==> config.mk <==
export PLATFORM = sky130hd
export DESIGN_NAME = motion_pickup_detector_unit
export DESIGN_NICKNAME = d
export VERILOG_FILES = /design/src/design/mpd_pkg.sv /design/src/design/motion_pickup_detector_unit.sv /design/src/design/mpd_ctrl.sv /design/src/design/mpd_dp.sv
export SDC_FILE = /design/constraint.sdc
export NUM_CORES = 2
export LEC_CHECK = 0
export BUFFER_PORTS_ARGS = -buffer_cell sky130_fd_sc_hd__buf_2
export CORE_MARGIN = 4
export CORE_UTILIZATION = 60
export DETAILED_ROUTE_END_ITERATION = 8
export GPL_TIMING_DRIVEN = 0
export HOLD_SLACK_MARGIN = 0.02
export PLACE_DENSITY = 0.86
export SYNTH_ARGS = -nofsm -noshare
export SYNTH_HDL_FRONTEND = slang
export SYNTH_HIERARCHICAL = 1
export SYNTH_SLANG_ARGS = --single-unit
==> constraint.sdc <==
create_clock -name clk -period 18.72 [get_ports clk]
set_input_delay 1.872 -clock clk [delete_from_list [all_inputs] [get_ports clk]]
set_output_delay 1.872 -clock clk [all_outputs]
set_load 0.02 [all_outputs]
==> src/design/mpd_pkg.sv <==
// Package for the motion pickup detector: widths, reset values, register
// indexes, word and command/status structs, and small helper functions.
// Depends on nothing; every other design file imports it.
package mpd_pkg;

  // Field and register widths.
  localparam int AXIS_WIDTH    = 16;
  localparam int EMA_FRAC_BITS = 16;
  localparam int TIME_W        = 32;
  localparam int THR_W         = 17;
  localparam int IVL_W         = 16;
  localparam int COOL_W        = 16;
  localparam int GAIN_W        = 16;
  localparam int MAG_W         = 16;
  localparam int BL_W          = 17;
  localparam int CFG_IDX_W     = 3;
  localparam int CFG_DATA_W    = 32;

  // Derived datapath widths.
  localparam int ROOT_W   = AXIS_WIDTH;
  localparam int SUM_W    = 2 * AXIS_WIDTH;
  localparam int REM_W    = ROOT_W + 2;
  localparam int BASE_W   = ROOT_W + EMA_FRAC_BITS;
  localparam int THR_FX_W = THR_W + EMA_FRAC_BITS;
  localparam int CMP_W    = (BASE_W > THR_FX_W) ? BASE_W : THR_FX_W;
  localparam int MUL_A_W  = (AXIS_WIDTH > GAIN_W) ? AXIS_WIDTH : GAIN_W;
  localparam int MUL_B_W  = BASE_W;
  localparam int MUL_P_W  = MUL_A_W + MUL_B_W;
  localparam int CNT_W    = $clog2(ROOT_W + 1);
  localparam int SQ_LAST  = 3;

  // Register reset values.
  localparam logic [THR_W-1:0]  THR_RST  = THR_W'(2458);
  localparam logic [IVL_W-1:0]  IVL_RST  = IVL_W'(20);
  localparam logic [COOL_W-1:0] COOL_RST = COOL_W'(1500);
  localparam logic [GAIN_W-1:0] GAIN_RST = GAIN_W'(1966);

  typedef enum logic [CFG_IDX_W-1:0] {
    CFG_ENABLE    = CFG_IDX_W'(0),
    CFG_THRESHOLD = CFG_IDX_W'(1),
    CFG_INTERVAL  = CFG_IDX_W'(2),
    CFG_COOLDOWN  = CFG_IDX_W'(3),
    CFG_EMA_GAIN  = CFG_IDX_W'(4)
  } cfg_idx_t;

  typedef enum logic [1:0] {
    AXIS_X = 2'd0,
    AXIS_Y = 2'd1,
    AXIS_Z = 2'd2
  } axis_sel_t;

  typedef struct packed {
    logic [TIME_W-1:0]            time_ms;
    logic                         sample_ok;
    logic signed [AXIS_WIDTH-1:0] accel_x;
    logic signed [AXIS_WIDTH-1:0] accel_y;
    logic signed [AXIS_WIDTH-1:0] accel_z;
  } mpd_in_t;

  typedef struct packed {
    logic             sample_taken;
    logic [MAG_W-1:0] magnitude;
    logic             pickup_fired;
    logic [BL_W-1:0]  baseline;
  } mpd_out_t;

  // Commands from the controller to the datapath.
  typedef struct packed {
    logic      cap;
    logic      check;
    logic      sq_mul;
    logic      sq_acc;
    axis_sel_t axis_sel;
    logic      root_step;
    logic      dev;
    logic      fire;
    logic      upd;
    logic      out_load;
  } mpd_cmd_t;

  // Status from the datapath to the controller.
  typedef struct packed {
    logic skip;
    logic ok;
    logic seeded;
    logic out_free;
  } mpd_sts_t;

  function automatic logic [AXIS_WIDTH-1:0] axis_abs(input logic [AXIS_WIDTH-1:0] v);
    return v[AXIS_WIDTH-1] ? (~v + AXIS_WIDTH'(1)) : v;
  endfunction

  function automatic logic [MAG_W-1:0] sat_mag(input logic [ROOT_W-1:0] r);
    logic [ROOT_W+MAG_W-1:0] wide;
    wide = (ROOT_W + MAG_W)'(r);
    if (wide > (ROOT_W + MAG_W)'({MAG_W{1'b1}})) return {MAG_W{1'b1}};
    return MAG_W'(wide);
  endfunction

  function automatic logic [BL_W-1:0] sat_bl(input logic [ROOT_W-1:0] r);
    logic [ROOT_W+BL_W-1:0] wide;
    wide = (ROOT_W + BL_W)'(r);
    if (wide > (ROOT_W + BL_W)'({BL_W{1'b1}})) return {BL_W{1'b1}};
    return BL_W'(wide);
  endfunction

endpackage

==> src/design/motion_pickup_detector_unit.sv <==
// Top level of the motion pickup detector: joins the controller and the
// datapath and holds the port-level assertions. Depends on mpd_pkg,
// mpd_ctrl and mpd_dp.
//
//   Channel   Direction  Handshake            Word
//   in_       input      in_valid / in_stall  mpd_in_t  (time, ok flag, axes)
//   out_      output     out_valid/out_stall  mpd_out_t (taken, magnitude, pickup, baseline)
//   cfg_      input      cfg_valid/cfg_ready  register index and write data
//
// An ignored word (disabled, early, or not sample_ok) goes from the check to its result;
// a seeding sample is squared, square-rooted bit-serially and seeds the baseline, a later
// one is also checked for pickup and updates the baseline; the controller then idles.
// Reset (rst_n low, synchronous) restores the register defaults and clears the
// schedule, cooldown and baseline. A stalled result holds the output register;
// the next word is taken meanwhile and waits at the end of its work for it.
module motion_pickup_detector_unit (
  input  logic                           clk,
  input  logic                           rst_n,
  input  logic                           in_valid,
  output logic                           in_stall,
  input  mpd_pkg::mpd_in_t               in_data,
  output logic                           out_valid,
  input  logic                           out_stall,
  output mpd_pkg::mpd_out_t              out_data,
  input  logic                           cfg_valid,
  output logic                           cfg_ready,
  input  logic [mpd_pkg::CFG_IDX_W-1:0]  cfg_index,
  input  logic [mpd_pkg::CFG_DATA_W-1:0] cfg_data
);
  import mpd_pkg::*;

  mpd_cmd_t cmd;
  mpd_sts_t sts;

  // Configuration writes are always taken; the user must issue them only while idle, the block does not enforce it.
  assign cfg_ready = 1'b1;

  mpd_ctrl u_ctrl (
    .clk      (clk),
    .rst_n    (rst_n),
    .in_valid (in_valid),
    .in_stall (in_stall),
    .sts      (sts),
    .cmd      (cmd)
  );

  mpd_dp u_dp (
    .clk       (clk),
    .rst_n     (rst_n),
    .cfg_we    (cfg_valid && cfg_ready),
    .cfg_index (cfg_index),
    .cfg_data  (cfg_data),
    .in_data   (in_data),
    .out_stall (out_stall),
    .out_valid (out_valid),
    .out_data  (out_data),
    .cmd       (cmd),
    .sts       (sts)
  );

  // A word is worked on alone: the cycle after acceptance the input stalls.
  a_one_word: assert property (@(posedge clk) disable iff (!rst_n)
    in_valid && !in_stall |=> in_stall)
    else $error("input accepted twice in a row");

  // A pickup can only fire on a processed sample.
  a_pick_taken: assert property (@(posedge clk) disable iff (!rst_n)
    out_valid |-> (!out_data.pickup_fired || out_data.sample_taken))
    else $error("pickup flagged on an ignored word");

  // Ignored words report a zero magnitude.
  a_mag_zero: assert property (@(posedge clk) disable iff (!rst_n)
    out_valid && !out_data.sample_taken |-> out_data.magnitude == '0)
    else $error("nonzero magnitude on an ignored word");

endmodule

==> src/design/mpd_ctrl.sv <==
// Controller of the motion pickup detector: a one-hot state machine that
// sequences squaring, square root and baseline update. Depends on mpd_pkg.
module mpd_ctrl (
  input  logic              clk,
  input  logic              rst_n,
  input  logic              in_valid,
  output logic              in_stall,
  input  mpd_pkg::mpd_sts_t sts,
  output mpd_pkg::mpd_cmd_t cmd
);
  import mpd_pkg::*;

  typedef enum logic [7:0] {
    S_IDLE  = 8'b0000_0001,
    S_CHECK = 8'b0000_0010,
    S_SQ    = 8'b0000_0100,
    S_ROOT  = 8'b0000_1000,
    S_DEV   = 8'b0001_0000,
    S_FIRE  = 8'b0010_0000,
    S_UPD   = 8'b0100_0000,
    S_DONE  = 8'b1000_0000
  } state_t;

  state_t           state_r, state_nxt;
  logic [CNT_W-1:0] cnt_r, cnt_nxt;

  assign in_stall = (state_r != S_IDLE);

  always_comb begin
    state_nxt = state_r;
    cnt_nxt   = cnt_r;
    cmd       = '0;
    cmd.axis_sel = AXIS_X;
    case (state_r)
      S_IDLE: begin
        if (in_valid) begin
          cmd.cap   = 1'b1;
          state_nxt = S_CHECK;
        end
      end
      S_CHECK: begin
        cmd.check = 1'b1;
        cnt_nxt   = '0;
        if (sts.skip || !sts.ok) begin
          state_nxt = S_DONE;
        end else begin
          state_nxt = S_SQ;
        end
      end
      S_SQ: begin
        // The product of one axis is added in the cycle after it is formed.
        cmd.sq_mul = (cnt_r != CNT_W'(SQ_LAST));
        cmd.sq_acc = (cnt_r != '0);
        if (cmd.sq_mul) begin
          cmd.axis_sel = axis_sel_t'(cnt_r[1:0]);
        end
        if (cnt_r == CNT_W'(SQ_LAST)) begin
          cnt_nxt   = '0;
          state_nxt = S_ROOT;
        end else begin
          cnt_nxt = cnt_r + CNT_W'(1);
        end
      end
      S_ROOT: begin
        cmd.root_step = 1'b1;
        if (cnt_r == CNT_W'(ROOT_W - 1)) begin
          state_nxt = S_DEV;
        end else begin
          cnt_nxt = cnt_r + CNT_W'(1);
        end
      end
      S_DEV: begin
        cmd.dev   = 1'b1;
        state_nxt = sts.seeded ? S_FIRE : S_DONE;
      end
      S_FIRE: begin
        cmd.fire  = 1'b1;
        state_nxt = S_UPD;
      end
      S_UPD: begin
        cmd.upd   = 1'b1;
        state_nxt = S_DONE;
      end
      S_DONE: begin
        if (sts.out_free) begin
          cmd.out_load = 1'b1;
          state_nxt    = S_IDLE;
        end
      end
      default: begin
        state_nxt = S_IDLE;
      end
    endcase
  end

  always_ff @(posedge clk) begin
    if (!rst_n) begin
      state_r <= S_IDLE;
      cnt_r   <= '0;
    end else begin
      state_r <= state_nxt;
      cnt_r   <= cnt_nxt;
    end
  end

endmodule

==> src/design/mpd_dp.sv <==
// Datapath of the motion pickup detector: configuration registers, detector
// state, shared multiplier, bit-serial square root and output register.
// Depends on mpd_pkg; driven by mpd_ctrl through command and status structs.
module mpd_dp (
  input  logic                           clk,
  input  logic                           rst_n,
  input  logic                           cfg_we,
  input  logic [mpd_pkg::CFG_IDX_W-1:0]  cfg_index,
  input  logic [mpd_pkg::CFG_DATA_W-1:0] cfg_data,
  input  mpd_pkg::mpd_in_t               in_data,
  input  logic                           out_stall,
  output logic                           out_valid,
  output mpd_pkg::mpd_out_t              out_data,
  input  mpd_pkg::mpd_cmd_t              cmd,
  output mpd_pkg::mpd_sts_t              sts
);
  import mpd_pkg::*;

  // Configuration.
  logic              en_r;
  logic [THR_W-1:0]  thr_r;
  logic [IVL_W-1:0]  ivl_r;
  logic [COOL_W-1:0] cool_r;
  logic [GAIN_W-1:0] gain_r;

  // Detector state.
  logic [TIME_W-1:0] next_time_r;
  logic [TIME_W-1:0] cool_end_r;
  logic              seeded_r;
  logic [BASE_W-1:0] ema_r;

  // Per-word working registers.
  mpd_in_t            in_r;
  logic [SUM_W-1:0]   rad_r;
  logic [REM_W-1:0]   rem_r;
  logic [ROOT_W-1:0]  root_r;
  logic [BASE_W-1:0]  dev_r;
  logic               up_r;
  logic [MUL_P_W-1:0] prod_r;
  logic               taken_r;
  logic               picked_r;

  logic               out_valid_r;
  mpd_out_t           out_word_r;

  logic [AXIS_WIDTH-1:0]     axis_mag;
  logic [MUL_A_W-1:0]        mul_a;
  logic [MUL_B_W-1:0]        mul_b;
  logic [REM_W-1:0]          rem_sh;
  logic [REM_W-1:0]          trial;
  logic [BASE_W-1:0]         mfx;
  logic [GAIN_W+BASE_W-1:0]  rnd;
  logic [BASE_W-1:0]         step;
  logic                      fire;

  assign sts.skip     = !en_r || (in_r.time_ms < next_time_r);
  assign sts.ok       = in_r.sample_ok;
  assign sts.seeded   = seeded_r;
  assign sts.out_free = !out_valid_r || !out_stall;

  always_comb begin
    case (cmd.axis_sel)
      AXIS_X:  axis_mag = axis_abs(in_r.accel_x);
      AXIS_Y:  axis_mag = axis_abs(in_r.accel_y);
      AXIS_Z:  axis_mag = axis_abs(in_r.accel_z);
      default: axis_mag = '0;
    endcase
  end

  // One multiplier serves the squares and the gain product.
  assign mul_a = cmd.fire ? MUL_A_W'(gain_r) : MUL_A_W'(axis_mag);
  assign mul_b = cmd.fire ? dev_r : MUL_B_W'(axis_mag);

  // Restoring square root, one result bit per step.
  assign rem_sh = {rem_r[ROOT_W-1:0], rad_r[SUM_W-1 -: 2]};
  assign trial  = {root_r, 2'b01};

  assign mfx  = {root_r, {EMA_FRAC_BITS{1'b0}}};
  assign fire = (in_r.time_ms >= cool_end_r) &&
                (CMP_W'(dev_r) >= CMP_W'({thr_r, {EMA_FRAC_BITS{1'b0}}}));

  // Gain product rounded half up, then scaled down by the Q0.16 gain.
  assign rnd  = prod_r[GAIN_W+BASE_W-1:0] + ((GAIN_W + BASE_W)'(1) << (GAIN_W - 1));
  assign step = rnd[GAIN_W +: BASE_W];

  always_ff @(posedge clk) begin
    if (!rst_n) begin
      en_r        <= 1'b0;
      thr_r       <= THR_RST;
      ivl_r       <= IVL_RST;
      cool_r      <= COOL_RST;
      gain_r      <= GAIN_RST;
      next_time_r <= '0;
      cool_end_r  <= '0;
      seeded_r    <= 1'b0;
      ema_r       <= '0;
      out_valid_r <= 1'b0;
    end else begin
      if (cfg_we) begin
        case (cfg_idx_t'(cfg_index))
          CFG_ENABLE:    en_r   <= cfg_data[0];
          CFG_THRESHOLD: thr_r  <= cfg_data[THR_W-1:0];
          CFG_INTERVAL:  ivl_r  <= cfg_data[IVL_W-1:0];
          CFG_COOLDOWN:  cool_r <= cfg_data[COOL_W-1:0];
          CFG_EMA_GAIN:  gain_r <= cfg_data[GAIN_W-1:0];
          default: begin
          end
        endcase
      end
      if (cmd.check && !sts.skip) begin
        next_time_r <= in_r.time_ms + TIME_W'(ivl_r);
      end
      if (cmd.dev && !seeded_r) begin
        ema_r    <= mfx;
        seeded_r <= 1'b1;
      end
      if (cmd.fire && fire) begin
        cool_end_r <= in_r.time_ms + TIME_W'(cool_r);
      end
      if (cmd.upd) begin
        ema_r <= up_r ? (ema_r + step) : (ema_r - step);
      end
      if (cmd.out_load) begin
        out_valid_r <= 1'b1;
      end else if (!out_stall) begin
        out_valid_r <= 1'b0;
      end
    end
  end

  always_ff @(posedge clk) begin
    if (cmd.cap) begin
      in_r <= in_data;
    end
    if (cmd.check) begin
      rad_r    <= '0;
      rem_r    <= '0;
      root_r   <= '0;
      taken_r  <= !sts.skip && in_r.sample_ok;
      picked_r <= 1'b0;
    end
    if (cmd.sq_mul || cmd.fire) begin
      prod_r <= mul_a * mul_b;
    end
    if (cmd.sq_acc) begin
      rad_r <= rad_r + prod_r[SUM_W-1:0];
    end
    if (cmd.root_step) begin
      rad_r <= rad_r << 2;
      if (rem_sh >= trial) begin
        rem_r  <= rem_sh - trial;
        root_r <= {root_r[ROOT_W-2:0], 1'b1};
      end else begin
        rem_r  <= rem_sh;
        root_r <= {root_r[ROOT_W-2:0], 1'b0};
      end
    end
    if (cmd.dev) begin
      up_r  <= (mfx >= ema_r);
      dev_r <= (mfx >= ema_r) ? (mfx - ema_r) : (ema_r - mfx);
    end
    if (cmd.fire) begin
      picked_r <= fire;
    end
    if (cmd.out_load) begin
      out_word_r.sample_taken <= taken_r;
      out_word_r.magnitude    <= taken_r ? sat_mag(root_r) : '0;
      out_word_r.pickup_fired <= taken_r && picked_r;
      out_word_r.baseline     <= sat_bl(ema_r[BASE_W-1:EMA_FRAC_BITS]);
    end
  end

  assign out_valid = out_valid_r;
  assign out_data  = out_word_r;

endmodule
==> results.yml <==
timing:
  hold_violations: 0
  final-setup-viol-count: 0
  skew_ns: 0.0484
  slew_viol_final: 0
  fmax_mhz: 83.6
  final.min_clock_period_ns: 11.96
  rsz0062_at_grt: "false"
  tightest_slew_ns: 1.48
  fin_setup_tns_ns: 0
  relSlewSlack_pct: 0.623
  finalCritPeriodShare_pct: 63.9
clock_tree:
  clock_sinks: 439
  cts_made_buffers: 47
  clk_pin_slew_ns: 0.06
  clock_path_buffers: 3
  root_buffer: "clkbuf_16"
  post-cts-setup-buffers: 0
  htreeDepth: 2
  cts_tree: "done"
  ctsResizeCount: 0
  insertion_delay_ns: 0.63
  cts_hold_buf: 0
cells_and_area:
  final_cell_mix: "682 x inv_1, 592 x nand2_1, 423 x fa_1"
  final_layout_size_suffix_gt1_share_pct: 6.41
  nets: 6067
  area_growth_pct: 7.94
  mostFrequentLayoutCell: "inv_1"
global_route:
  grt_use_total_pct: 33.9
  grt_pass1_vias: 38000
  antenna_found_initial: 5
  grt_overflow_total: 0
  grt_max_degree: 49
  grt_pass1_wl_um: 210000
synth:
  synthesis.nets: 5874
  syn_avg_cell_area_um2: 8.90
  synth_edf_count: 260
  ys.warnings.count: 6
  synthCells: 4980
  ys_seq_area_share_pct: 25.7
  synth_cell_types: 105
  synth-seq-cells: 439
  syn_area_um2: 44300
  async_reset_ff_share_pct: 0
  synthFlopType: "edfxtp_1"
critical_path:
  crit_type: "reg -> reg"
  end_kind: "flop"
  path_common_cell: "fa_1"
  start_kind: "flop"
  cp_max_fo: 10
  crit_slowest_cell: "nor4_1"
  worstPathRequired_ns: 19.06
  cp_slowest_stage_delay_ns: 1.25
  crit_arrival_ns: 12.30
route:
  drt_iter0_drc: 4382
  postRouteAntennaNets: 0
  drt-total-wl_um: 133000
  wl_per_cell_um: 21.6
  vias_per_cell: 6.18
  drtPass1Iterations: 6
  via_count: 38200
  drc_errors: 0
placed_design:
  place_congestion: 1.02
  hpwl_um: 104000
  io_buffers: 141
worst_hold_path:
  hp-class: "reg -> reg"
die:
  io_pins: 159
  start_util_pct: 60.6
  floorplan.die.height_um: 280
  die_x_um: 280
  core_area_um2: 73100
  design.die.area_um2: 78300
  num_rows: 99
run_status:
  status: "finished, violations left"
  violations: "max-capacitance violations"
job:
  maxCapViolCount: 1
-- per-layer routing --
metal  share of wire [%]  track usage (%)  vias to the layer above
li1                    -                -                    17100
met1                  38             44.3                    18300
met2                  44             52.4                     2248
met3                  11             8.97                      527
met4                 6.3             17.6                        4
met5               0.017                0                        -
-- area by class of cell --
type | instances | area, um^2
antenna | 4 | 10.0
buffer | 218 | 878
inverter | 684 | 2570
fill | 5718 | 25200
clock inverter | 26 | 253
clock buffer | 61 | 1290
sequential | 439 | 11400
tap | 959 | 1200
timing repair buffer | 144 | 753
multi-input combinational | 3639 | 29500
-- per-stage QoR --
| step | hold WS (ns) | area (um^2) | cells | setup slack (ns) | util (%) |
|---|---|---|---|---|---|
| 3_3_place_gp | 0.445 | 46200 | 6080 | 7.19 | 63.3 |
| 2_1_floorplan | 0.432 | 44300 | 4980 | 9.93 | - |
| 4_1_cts | 0.457 | 47800 | 6169 | 7.31 | 65.4 |
| 6_report | 0.459 | 47800 | 6174 | 6.76 | 65.5 |
| 3_5_place_dp | 0.449 | 46300 | 6082 | 7.41 | 63.3 |
| 5_1_grt | 0.482 | 47800 | 6172 | 6.49 | 65.5 |
-- worst max-delay path, delay by kind of cell (launching register included) --
| family | cells | cell delay, ns |
|---|---|---|
| simple gates | 11 | 4.01 |
| fa+ha+maj | 7 | 3.55 |
| compound gates | 5 | 2.64 |
| buf+inv | 5 | 1.18 |
| flops | 1 | 0.30 |
-- cells in the mapped netlist (8+ instances only) --
library cell | count | area (um^2)
nand3_1 | 94 | 470
a22o_1 | 28 | 245
nand4_1 | 40 | 250
nand2b_1 | 50 | 313
buf_1 | 17 | 63.8
a221oi_1 | 10 | 87.6
nor2b_1 | 47 | 294
nor3b_1 | 11 | 82.6
inv_1 | 682 | 2560
o22ai_1 | 12 | 75.1
o21ai_0 | 177 | 886
clkbuf_1 | 175 | 657
edfxtp_1 | 260 | 7810
nor2_1 | 360 | 1350
or4_1 | 11 | 82.6
a21oi_1 | 289 | 1450
dfxtp_1 | 179 | 3580
and3_1 | 101 | 632
mux2i_1 | 32 | 320
o41ai_1 | 9 | 78.8
o21bai_1 | 17 | 128
and4_1 | 18 | 158
nand2_1 | 593 | 2230
nor3_1 | 72 | 360
nand3b_1 | 13 | 97.6
xnor2_1 | 184 | 1610
a211oi_1 | 50 | 375
a31oi_1 | 34 | 213
a21o_1 | 122 | 916
or2_2 | 31 | 194
xor2_1 | 102 | 893
or3b_2 | 15 | 131
o21a_1 | 25 | 188
or3_1 | 25 | 156
o211ai_1 | 29 | 218
nor4_1 | 21 | 131
buf_2 | 17 | 85.1
fa_1 | 423 | 8470
nor4b_1 | 9 | 78.8
and2_1 | 51 | 319
ha_1 | 350 | 4380
o21ai_1 | 14 | 70.1
a21boi_0 | 16 | 120
o31ai_1 | 29 | 218
a31o_2 | 8 | 70.1
-- kinds of logic (layout without fill, tap and decap cells) --
group	Yosys count	in the layout	synth area share, %
other	2	6	0.0169
and+or+nand+nor	1592	1592	17.2
muxes	35	35	0.799
adders and majority gates	773	773	29.0
AOI/OAI and AO/OA	951	951	13.8
xor gates and xnor gates	286	286	5.65
DFF	439	439	25.7
buffers and inverters	902	1133	7.77
-- flip-flops by register name, summed over array words and instances (netlist names), 5 cells and up --
| register | flops |
|---|---|
| u_dp/rem_r | 16 |
| u_dp/next_time_r | 32 |
| u_dp/thr_r | 17 |
| u_dp/root_r | 16 |
| u_dp/prod_r | 48 |
| u_dp/gain_r | 16 |
| u_ctrl/cnt_r | 5 |
| u_ctrl/state_r | 8 |
| u_dp/out_data | 34 |
| u_dp/cool_end_r | 32 |
| u_dp/ivl_r | 16 |
| u_dp/ema_r | 32 |
| u_dp/dev_r | 32 |
| u_dp/cool_r | 16 |
| u_dp/in_r | 80 |
| u_dp/rad_r | 32 |
-- final timing paths --
kind                          start               to  slack [ns]  cells past startpoint
hold reg to reg      u_dp/thr_r[14]   u_dp/thr_r[14]        0.46                      2
setup / recovery  u_ctrl/state_r[4]  u_dp/prod_r[46]        6.76                     28
setup reg to reg  u_ctrl/state_r[4]  u_dp/prod_r[46]        6.76                     28
hold / removal       u_dp/thr_r[14]   u_dp/thr_r[14]        0.46                      2
Power is not shown: default switching activity piles up to over one toggle a cycle in this logic, so the estimate is an artifact.
